===== config.mk =====
export PLATFORM = sky130hd
export DESIGN_NAME = two_part_word_fold_hash_flat
export DESIGN_NICKNAME = d
export VERILOG_FILES = /design/src/tpwf_pkg.sv /design/src/tpwf_if.sv /design/src/tpwf_front.sv /design/src/tpwf_queue.sv /design/src/tpwf_back.sv /design/src/two_part_word_fold_hash.sv /design/src/flat_wrapper.sv
export SDC_FILE = /design/constraint.sdc
export NUM_CORES = 1
export LEC_CHECK = 0
export BUFFER_PORTS_ARGS = -buffer_cell sky130_fd_sc_hd__buf_2
export CAP_MARGIN = 10
export CORE_ASPECT_RATIO = 1.1
export CORE_UTILIZATION = 55
export CTS_BUF_LIST = sky130_fd_sc_hd__clkbuf_4
export CTS_CLUSTER_DIAMETER = 200
export CTS_CLUSTER_SIZE = 12
export DETAILED_ROUTE_END_ITERATION = 7
export HOLD_SLACK_MARGIN = 0.05
export MAX_ROUTING_LAYER = met4
export PLACE_DENSITY_LB_ADDON = 0.25
export SLEW_MARGIN = 10
export SYNTH_ARGS = -nofsm -noshare
export SYNTH_HDL_FRONTEND = slang
export SYNTH_HIERARCHICAL = 1
export SYNTH_SLANG_ARGS = --single-unit

===== constraint.sdc =====
create_clock -name clk -period 4.1 [get_ports clk]
set_input_delay 0.205 -clock clk [delete_from_list [all_inputs] [get_ports clk]]
set_output_delay 0.205 -clock clk [all_outputs]
set_load 0.02 [all_outputs]

===== src/tpwf_pkg.sv =====
// ----------------------------------------------------------------------------
// tpwf_pkg
// Shared types and request codes for the two-part word fold hash block.
// ----------------------------------------------------------------------------
`default_nettype none

package tpwf_pkg;

    // Request codes on the input channel
    localparam logic [1:0] REQ_BYTE   = 2'd0;
    localparam logic [1:0] REQ_CLOSE  = 2'd1;
    localparam logic [1:0] REQ_FINISH = 2'd2;

    // Fold and mix shift amounts
    localparam int FOLD_SHIFT = 3;
    localparam int MIX_SHIFT_A = 11;
    localparam int MIX_SHIFT_B = 13;
    localparam int MIX_SHIFT_C = 23;

    typedef logic [31:0] word_t;
    typedef logic [23:0] partial_t;

    // One operation handed from the front part to the back part
    typedef struct packed {
        word_t word;    // word to fold into the sum (zero folds nothing)
        logic  finish;  // emit the hash after folding
        logic  seen;    // key holds at least one string (finish only)
    } op_t;

    // Fold one word: w xor (w >> 3)
    function automatic word_t fold(input word_t w);
        fold = w ^ (w >> FOLD_SHIFT);
    endfunction

endpackage

`default_nettype wire


===== src/tpwf_if.sv =====
// ----------------------------------------------------------------------------
// tpwf_req_if / tpwf_hash_if
// Valid/ready channels for request items and hash result items.
// ----------------------------------------------------------------------------
`default_nettype none

interface tpwf_req_if;
    logic       valid;
    logic       ready;
    logic [1:0] req_type;
    logic [7:0] data_byte;

    modport source (output valid, output req_type, output data_byte, input ready);
    modport sink   (input valid, input req_type, input data_byte, output ready);
endinterface

interface tpwf_hash_if;
    logic        valid;
    logic        ready;
    logic [31:0] hash_value;

    modport source (output valid, output hash_value, input ready);
    modport sink   (input valid, input hash_value, output ready);
endinterface

`default_nettype wire


===== src/tpwf_front.sv =====
// ----------------------------------------------------------------------------
// tpwf_front
// Accepts request items, packs bytes into big-endian words and issues fold
// and finish operations to the queue.
// ----------------------------------------------------------------------------
`default_nettype none

module tpwf_front (
    input  wire logic     clk,
    input  wire logic     rst_n,
    tpwf_req_if.sink      req,
    input  wire logic     q_ready,
    output tpwf_pkg::op_t q_op,
    output logic          q_push
);

    tpwf_pkg::partial_t collect_reg, collect_next;
    logic [1:0]         phase_reg, phase_next;
    logic               seen_reg, seen_next;
    logic               accept;

    assign req.ready = q_ready;
    assign accept    = req.valid && q_ready;

    // Classify the item and build the operation
    always_comb
    begin
        collect_next = collect_reg;
        phase_next   = phase_reg;
        seen_next    = seen_reg;
        q_push       = 1'b0;
        q_op.word    = {8'd0, collect_reg};
        q_op.finish  = 1'b0;
        q_op.seen    = seen_reg;
        if (accept)
        begin
            unique case (req.req_type)
                tpwf_pkg::REQ_BYTE:
                begin
                    if (phase_reg == 2'd3)
                    begin
                        q_push       = 1'b1;
                        q_op.word    = {collect_reg, req.data_byte};
                        collect_next = '0;
                        phase_next   = 2'd0;
                    end
                    else
                    begin
                        collect_next = {collect_reg[15:0], req.data_byte};
                        phase_next   = phase_reg + 2'd1;
                    end
                end
                tpwf_pkg::REQ_CLOSE:
                begin
                    q_push       = 1'b1;
                    collect_next = '0;
                    phase_next   = 2'd0;
                    seen_next    = 1'b1;
                end
                tpwf_pkg::REQ_FINISH:
                begin
                    // pending bytes fold in as an implicit close
                    q_push       = 1'b1;
                    q_op.finish  = 1'b1;
                    q_op.seen    = seen_reg || (phase_reg != 2'd0);
                    collect_next = '0;
                    phase_next   = 2'd0;
                    seen_next    = 1'b0;
                end
                default:
                begin
                    // unused code: drop the item
                end
            endcase
        end
    end

    // Hold packing state
    always_ff @(posedge clk or negedge rst_n)
    begin
        if (!rst_n)
        begin
            collect_reg <= '0;
            phase_reg   <= 2'd0;
            seen_reg    <= 1'b0;
        end
        else
        begin
            collect_reg <= collect_next;
            phase_reg   <= phase_next;
            seen_reg    <= seen_next;
        end
    end

endmodule

`default_nettype wire


===== src/tpwf_queue.sv =====
// ----------------------------------------------------------------------------
// tpwf_queue
// Small FIFO of operations between the front and back parts.
// ----------------------------------------------------------------------------
`default_nettype none

module tpwf_queue #(
    parameter int DEPTH = 2
) (
    input  wire logic           clk,
    input  wire logic           rst_n,
    input  wire logic           push,
    input  wire tpwf_pkg::op_t  push_op,
    output logic                push_ready,
    input  wire logic           pop,
    output tpwf_pkg::op_t       pop_op,
    output logic                pop_valid
);

    localparam int PTR_W = (DEPTH > 1) ? $clog2(DEPTH) : 1;
    localparam int CNT_W = $clog2(DEPTH + 1);

    tpwf_pkg::op_t    mem [DEPTH];
    logic [PTR_W-1:0] wr_ptr_reg, rd_ptr_reg;
    logic [CNT_W-1:0] count_reg;
    logic             do_push, do_pop;

    assign push_ready = (count_reg != CNT_W'(DEPTH));
    assign pop_valid  = (count_reg != '0);
    assign pop_op     = mem[rd_ptr_reg];
    assign do_push    = push && push_ready;
    assign do_pop     = pop && pop_valid;

    // Write storage
    always_ff @(posedge clk)
    begin
        if (do_push)
        begin
            mem[wr_ptr_reg] <= push_op;
        end
    end

    // Advance pointers and count
    always_ff @(posedge clk or negedge rst_n)
    begin
        if (!rst_n)
        begin
            wr_ptr_reg <= '0;
            rd_ptr_reg <= '0;
            count_reg  <= '0;
        end
        else
        begin
            if (do_push)
            begin
                wr_ptr_reg <= (wr_ptr_reg == PTR_W'(DEPTH - 1)) ? '0 : wr_ptr_reg + 1'b1;
            end
            if (do_pop)
            begin
                rd_ptr_reg <= (rd_ptr_reg == PTR_W'(DEPTH - 1)) ? '0 : rd_ptr_reg + 1'b1;
            end
            if (do_push && !do_pop)
            begin
                count_reg <= count_reg + 1'b1;
            end
            else if (do_pop && !do_push)
            begin
                count_reg <= count_reg - 1'b1;
            end
        end
    end

    a_count_bound: assert property (@(posedge clk) disable iff (!rst_n)
        count_reg <= CNT_W'(DEPTH))
        else $error("queue count above depth");

    a_empty_ptrs: assert property (@(posedge clk) disable iff (!rst_n)
        (count_reg == '0) |-> (wr_ptr_reg == rd_ptr_reg))
        else $error("empty queue with unequal pointers");

    a_push_grows: assert property (@(posedge clk) disable iff (!rst_n)
        (do_push && !do_pop) |=> (count_reg == $past(count_reg) + 1'b1))
        else $error("push did not grow queue");

endmodule

`default_nettype wire


===== src/tpwf_back.sv =====
// ----------------------------------------------------------------------------
// tpwf_back
// Folds words into the running sum, mixes the sum on finish and holds the
// hash result item until it is taken.
// ----------------------------------------------------------------------------
`default_nettype none

module tpwf_back (
    input  wire logic          clk,
    input  wire logic          rst_n,
    input  wire logic          q_valid,
    input  wire tpwf_pkg::op_t q_op,
    output logic               q_pop,
    tpwf_hash_if.source        hash
);

    tpwf_pkg::word_t sum_reg;
    tpwf_pkg::word_t sum_plus;
    logic            fin_valid_reg;
    tpwf_pkg::word_t fin_sum_reg;
    logic            fin_seen_reg;
    logic            out_valid_reg;
    tpwf_pkg::word_t out_value_reg;
    tpwf_pkg::word_t mix_raw;
    tpwf_pkg::word_t mix_final;
    logic            out_free, fin_move, fin_free;

    assign out_free = !out_valid_reg || hash.ready;
    assign fin_move = fin_valid_reg && out_free;
    assign fin_free = !fin_valid_reg || fin_move;
    assign q_pop    = q_valid && (!q_op.finish || fin_free);

    assign sum_plus = sum_reg + tpwf_pkg::fold(q_op.word);

    // Mix the finished sum
    assign mix_raw = (fin_sum_reg + (fin_sum_reg >> tpwf_pkg::MIX_SHIFT_A))
                   + ((fin_sum_reg >> tpwf_pkg::MIX_SHIFT_B)
                   + (fin_sum_reg >> tpwf_pkg::MIX_SHIFT_C));
    assign mix_final = !fin_seen_reg ? '0 :
                       (mix_raw == '0) ? 32'd1 : mix_raw;

    // Payload of the finish stage and the output register
    always_ff @(posedge clk)
    begin
        if (q_pop && q_op.finish)
        begin
            fin_sum_reg  <= sum_plus;
            fin_seen_reg <= q_op.seen;
        end
        if (fin_move)
        begin
            out_value_reg <= mix_final;
        end
    end

    // Advance sum and stage valids
    always_ff @(posedge clk or negedge rst_n)
    begin
        if (!rst_n)
        begin
            sum_reg       <= '0;
            fin_valid_reg <= 1'b0;
            out_valid_reg <= 1'b0;
        end
        else
        begin
            if (q_pop)
            begin
                sum_reg <= q_op.finish ? '0 : sum_plus;
            end
            if (q_pop && q_op.finish)
            begin
                fin_valid_reg <= 1'b1;
            end
            else if (fin_move)
            begin
                fin_valid_reg <= 1'b0;
            end
            if (fin_move)
            begin
                out_valid_reg <= 1'b1;
            end
            else if (hash.ready)
            begin
                out_valid_reg <= 1'b0;
            end
        end
    end

    assign hash.valid      = out_valid_reg;
    assign hash.hash_value = out_value_reg;

    a_finish_clears_sum: assert property (@(posedge clk) disable iff (!rst_n)
        (q_pop && q_op.finish) |=> (sum_reg == '0))
        else $error("sum not cleared after finish");

    a_no_finish_overrun: assert property (@(posedge clk) disable iff (!rst_n)
        (q_pop && q_op.finish) |-> fin_free)
        else $error("finish popped into a busy stage");

    a_fin_to_out: assert property (@(posedge clk) disable iff (!rst_n)
        fin_move |=> out_valid_reg)
        else $error("finished hash lost before output");

endmodule

`default_nettype wire


===== src/two_part_word_fold_hash.sv =====
// A finish item passes through the queue and the finish stage register into the
// output register. Throughput: one request item per cycle while the queue has
// room; the back folds one queued word per cycle with a single 32-bit adder,
// but a finish at the queue head waits until the finish stage is free.
// Result items wait in an output register; the queue absorbs output stalls.
// Reset (rst_n low, asynchronous) clears the sum, packing state, queue and
// all valid flags; the block is ready for requests as soon as it is released.
`default_nettype none

// ----------------------------------------------------------------------------
// two_part_word_fold_hash
// Byte-serial hash of a key of strings: front packs words, back folds and
// mixes them.
// ----------------------------------------------------------------------------
module two_part_word_fold_hash #(
    parameter int QUEUE_DEPTH = 2
) (
    input  wire logic   clk,
    input  wire logic   rst_n,
    tpwf_req_if.sink    req,
    tpwf_hash_if.source hash
);

    tpwf_pkg::op_t push_op, pop_op;
    logic          push, push_ready, pop, pop_valid;

    tpwf_front u_front (
        .clk     (clk),
        .rst_n   (rst_n),
        .req     (req),
        .q_ready (push_ready),
        .q_op    (push_op),
        .q_push  (push)
    );

    tpwf_queue #(
        .DEPTH (QUEUE_DEPTH)
    ) u_queue (
        .clk        (clk),
        .rst_n      (rst_n),
        .push       (push),
        .push_op    (push_op),
        .push_ready (push_ready),
        .pop        (pop),
        .pop_op     (pop_op),
        .pop_valid  (pop_valid)
    );

    tpwf_back u_back (
        .clk     (clk),
        .rst_n   (rst_n),
        .q_valid (pop_valid),
        .q_op    (pop_op),
        .q_pop   (pop),
        .hash    (hash)
    );

endmodule

`default_nettype wire


===== src/flat_wrapper.sv =====
// flat-port wrapper written by rule: the top's interface ports become plain ports
module two_part_word_fold_hash_flat 
#(
    parameter int QUEUE_DEPTH = 2
)
  (clk, rst_n, req_valid, req_req_type, req_data_byte, req_ready, hash_valid, hash_hash_value, hash_ready);
  tpwf_req_if req_i ();
  tpwf_hash_if hash_i ();
  input  wire logic clk;
  input  wire logic rst_n;
  input wire logic [$bits(req_i.valid)-1:0] req_valid;
  input wire logic [$bits(req_i.req_type)-1:0] req_req_type;
  input wire logic [$bits(req_i.data_byte)-1:0] req_data_byte;
  output wire logic [$bits(req_i.ready)-1:0] req_ready;
  output wire logic [$bits(hash_i.valid)-1:0] hash_valid;
  output wire logic [$bits(hash_i.hash_value)-1:0] hash_hash_value;
  input wire logic [$bits(hash_i.ready)-1:0] hash_ready;
  assign req_i.valid = req_valid;
  assign req_i.req_type = req_req_type;
  assign req_i.data_byte = req_data_byte;
  assign req_ready = req_i.ready;
  assign hash_valid = hash_i.valid;
  assign hash_hash_value = hash_i.hash_value;
  assign hash_i.ready = hash_ready;
  two_part_word_fold_hash #(.QUEUE_DEPTH(QUEUE_DEPTH)) u_core (.clk(clk), .rst_n(rst_n), .req(req_i), .hash(hash_i));
endmodule

==> summary.md <==
The cell area that synthesis handed to floorplanning was 12700 um^2. The synthesis-to-layout area growth is 14.6%, and the delay of the slowest cell on the worst path is 0.52 ns. The worst setup path is captured at a register. The tools report the buffer depth of the longest clock path as 2. In this run the biggest area consumer among cell types represents 31.5% of the synthesized area. The DRC violation total after the first TritonRoute iteration came out at 303. The critical path goes through inv_2, fa_1, inv_1, fa_1, ha_2, fa_2, buf_6, a211oi_4, o21ai_2, nand4b_1, buf_4, nand2_2, a211oi_2, xnor2_1, or4_1, nor3_2, a41o_1.

The run gives 1 as the count of final setup violators. Setup repair after global routing could not meet its margin everywhere. Of the cells placed in the final design, the portion with a size suffix greater than 1 is 26.1%. The die is 161 um tall.

The final count of hold timing violations came out at 0. The final wirelength was 26.7 mm; the ratio of routed vias to standard cells was 5.50. The share of flip-flops with an asynchronous set or reset after synthesis was 32.8%.

In this run the core area contains 57 standard-cell rows. The kind of cell with the highest combined delay along the critical path is adder cells. The final worst setup slack is -0.0267 ns. The logs give 198 for the count of clock tree sinks and 17 for the number of buffers added by the clock tree synthesis step.

The area of the die was 23700 um^2; the average footprint of a synthesized cell was 11.6 um^2. The cell with the most instances on the worst path was fa_1. The post-synthesis net count was 1209.

Across the run, the number of max-cap violations was 0. For the pin with the worst max-slew slack, the measured transition is 0.978 ns. In this run the worst hold path is classified as in2reg. u_core/u_queue/mem holds more flip-flops than any other register. The tree is rooted in a clkbuf_4.

Counting flops with a built-in enable in the synthesized netlist gives 133. The first detailed-routing pass took 5 iterations. Summed over all instances, the cell type with the most area after synthesis is edfxtp_1.

The flow ran to the end, but the final reports show violations. The weighted congestion reported at the end of routability-driven placement came out at 0.945. The most common cell in the synthesized netlist is edfxtp_1. Yosys attributes the largest share of cell area to edfxtp_1, dfrtp_1, ha_1. The slowest stage of the critical path belongs to the cell fa_1.

TritonCTS built the clock tree. Based on the critical path, the design can be clocked at up to 242 MHz. Counting I/O delays and the setup requirement, the final critical path takes 4.13 ns. In this run the count of I/O pins placed on the die edge is 48. The flip-flop count of the largest register after layout is 68, and the worst clock skew is 0.0505 ns. The initial cell density of the core is 56.7%, and the net count of the finished layout is 1366.

The largest net degree at the start of global routing was 40. The portion of the post-synthesis area used by sequential elements is 44.3%, and the final critical-path share of the clock period is 101%. The number of buffers and inverters on the critical path is 4. The detail route stage leaves a number of antenna-violating nets equal to 0. By count the netlist is led by edfxtp_1, inv_1, ha_1.

The tools report the via count of the first global-routing pass as 8678. Among all flip-flop cells after synthesis, the most frequent one is edfxtp_1. The cell count after synthesis came out at 1090.

The number of antenna violations at the first check in global routing is 1, and the overall die width is 147 um. The tools report the number of slew-limit violations in the final report as 0. Maximum net fanout on the critical path: 3. The H-tree was split into 4 levels.

After clock tree synthesis, the clock-pin slew on the worst setup and hold paths is 0.18 ns. The type of the setup path with the least slack was reg2reg. STA puts the critical path data required time at 4.59 ns. Average wire length per cell after detail routing: 17.2 um. The first global-routing pass estimated 43.5 mm of wire. Global routing finished with a remaining overflow of 0. Unique cell type count in the Yosys netlist: 85. The post-route DRC violation count is 0.

Worst-case setup slack after placement: -0.272 ns. During placement, the flow inserted port buffers numbering 47. In this run the tightest slew margin relative to its limit is 34.8%.

The final reports fail on setup timing. The Yosys step of the flow raised 6 warnings. After synthesis the netlist holds a flip-flop and latch count of 198. The worst setup path is launched from a register. For the global-route usage over all layers, the log shows 24.4%. The half-perimeter wire length after detailed placement came out at 20.5 mm. Placeable core region: 22400 um^2. The critical path arrival came out at 4.62 ns. The routed layout has 8557 vias. The later pin in the worst-skew pair is clocked with a latency of 0.61 ns.
-- stage by stage --
stage          TNS [ns]  area [um^2]  hold WS [ns]  std cells  utilization (%)
4_1_cts         -0.0165        14500         0.115       1550             64.6
6_report        -0.0267        14600         0.153       1556             65.0
5_1_grt          -0.228        14600         0.154       1556             65.0
3_5_place_dp     -0.280        13800         0.429       1499             61.8
3_3_place_gp     -0.230        13800         0.429       1499             61.8
2_1_floorplan         0        12700       -0.0906       1090                -
-- timing repair --
| action | in CTS | in global routing |
|---|---|---|
| gates resized for setup | 23 | 11 |
| hold buffers | 13 | 0 |
| buffers inserted | 6 | 5 |
| endpoints found under the setup margin | 2 | 10 |
| hold endpoints to repair | 64 | 0 |
| pin swaps | 23 | 9 |
-- final cells by class --
cell class / instances / area [um^2]
Tap cell: 295 / 369
Fill cell: 1808 / 7840
Clock inverter: 15 / 226
Sequential cell: 198 / 5620
Antenna cell: 1 / 2.50
Inverter: 97 / 364
Timing Repair Buffer: 173 / 1230
Multi-Input combinational cell: 760 / 6610
Clock buffer: 17 / 128
-- per-layer routing --
| layer | global-route usage (%) | vias up | wire length [um] |
|---|---|---|---|
| met5 | - | - | 0 |
| met1 | 28.1 | 4131 | 11300 |
| met2 | 43.8 | 127 | 14200 |
| met3 | 3.16 | 36 | 578 |
| li1 | - | 4263 | - |
| met4 | 7.86 | 0 | 580 |
-- worst min-delay path, stage by stage --
cell	delay [ns]
buf_2	0.09
ha_1	0.15
a21oi_1	0.06
nand2_1	0.12
xnor2_1	0.08
-- final timing paths --
| kind | cells after the start | endpoint | from | slack, ns |
|---|---|---|---|---|
| max | 17 | u_core/u_back/hash.hash_value[0] | u_core/u_back/fin_sum_reg[14] | -0.03 |
| min | 5 | u_core/u_queue/wr_ptr_reg | req_req_type[0] | 0.15 |
| max reg2reg | 17 | u_core/u_back/hash.hash_value[0] | u_core/u_back/fin_sum_reg[14] | -0.03 |
| min reg2reg | 2 | u_core/u_back/sum_reg[19] | u_core/u_back/sum_reg[19] | 0.51 |
| max in group asynchronous | 3 | u_core/u_front/collect_reg[21] | rst_n | 2.90 |
| min in group asynchronous | 2 | u_core/u_queue/count_reg[1] | rst_n | 0.27 |
-- logic make-up (layout without fill, tap and decap cells) --
| family | Yosys count | count (layout) | share of synthesized area [%] |
|---|---|---|---|
| muxes | 88 | 88 | 9.13 |
| and+or+nand+nor | 267 | 267 | 11.2 |
| adders and majority gates | 105 | 105 | 12.1 |
| AOI/OAI and AO/OA | 211 | 211 | 12.3 |
| xor gates and xnor gates | 89 | 89 | 6.14 |
| other | 0 | 1 | 0 |
| buffers and inverters | 132 | 302 | 4.94 |
| DFF | 198 | 198 | 44.3 |
-- cells in the final DEF, fill, tap and decap left out, types with 23 or more instances in the layout --
cell type  synthesis  final
o21ai_0           27     25
mux2_2            33     33
fa_1              29     27
xnor2_1           33     33
buf_2              6     47
and2_1            28     28
xor2_1            56     55
a21oi_1           47     45
ha_1              76     72
nor3b_1           25     25
nand2_1           59     58
inv_1             95     90
nand3_1           24     23
edfxtp_1         133    133
nor2_1            57     55
mux2_4            47     47
buf_4              1    111
a22o_1            23     23
dfrtp_1           65     64
Power is not shown: default switching activity piles up to over one toggle a cycle in this logic, so the estimate is an artifact.
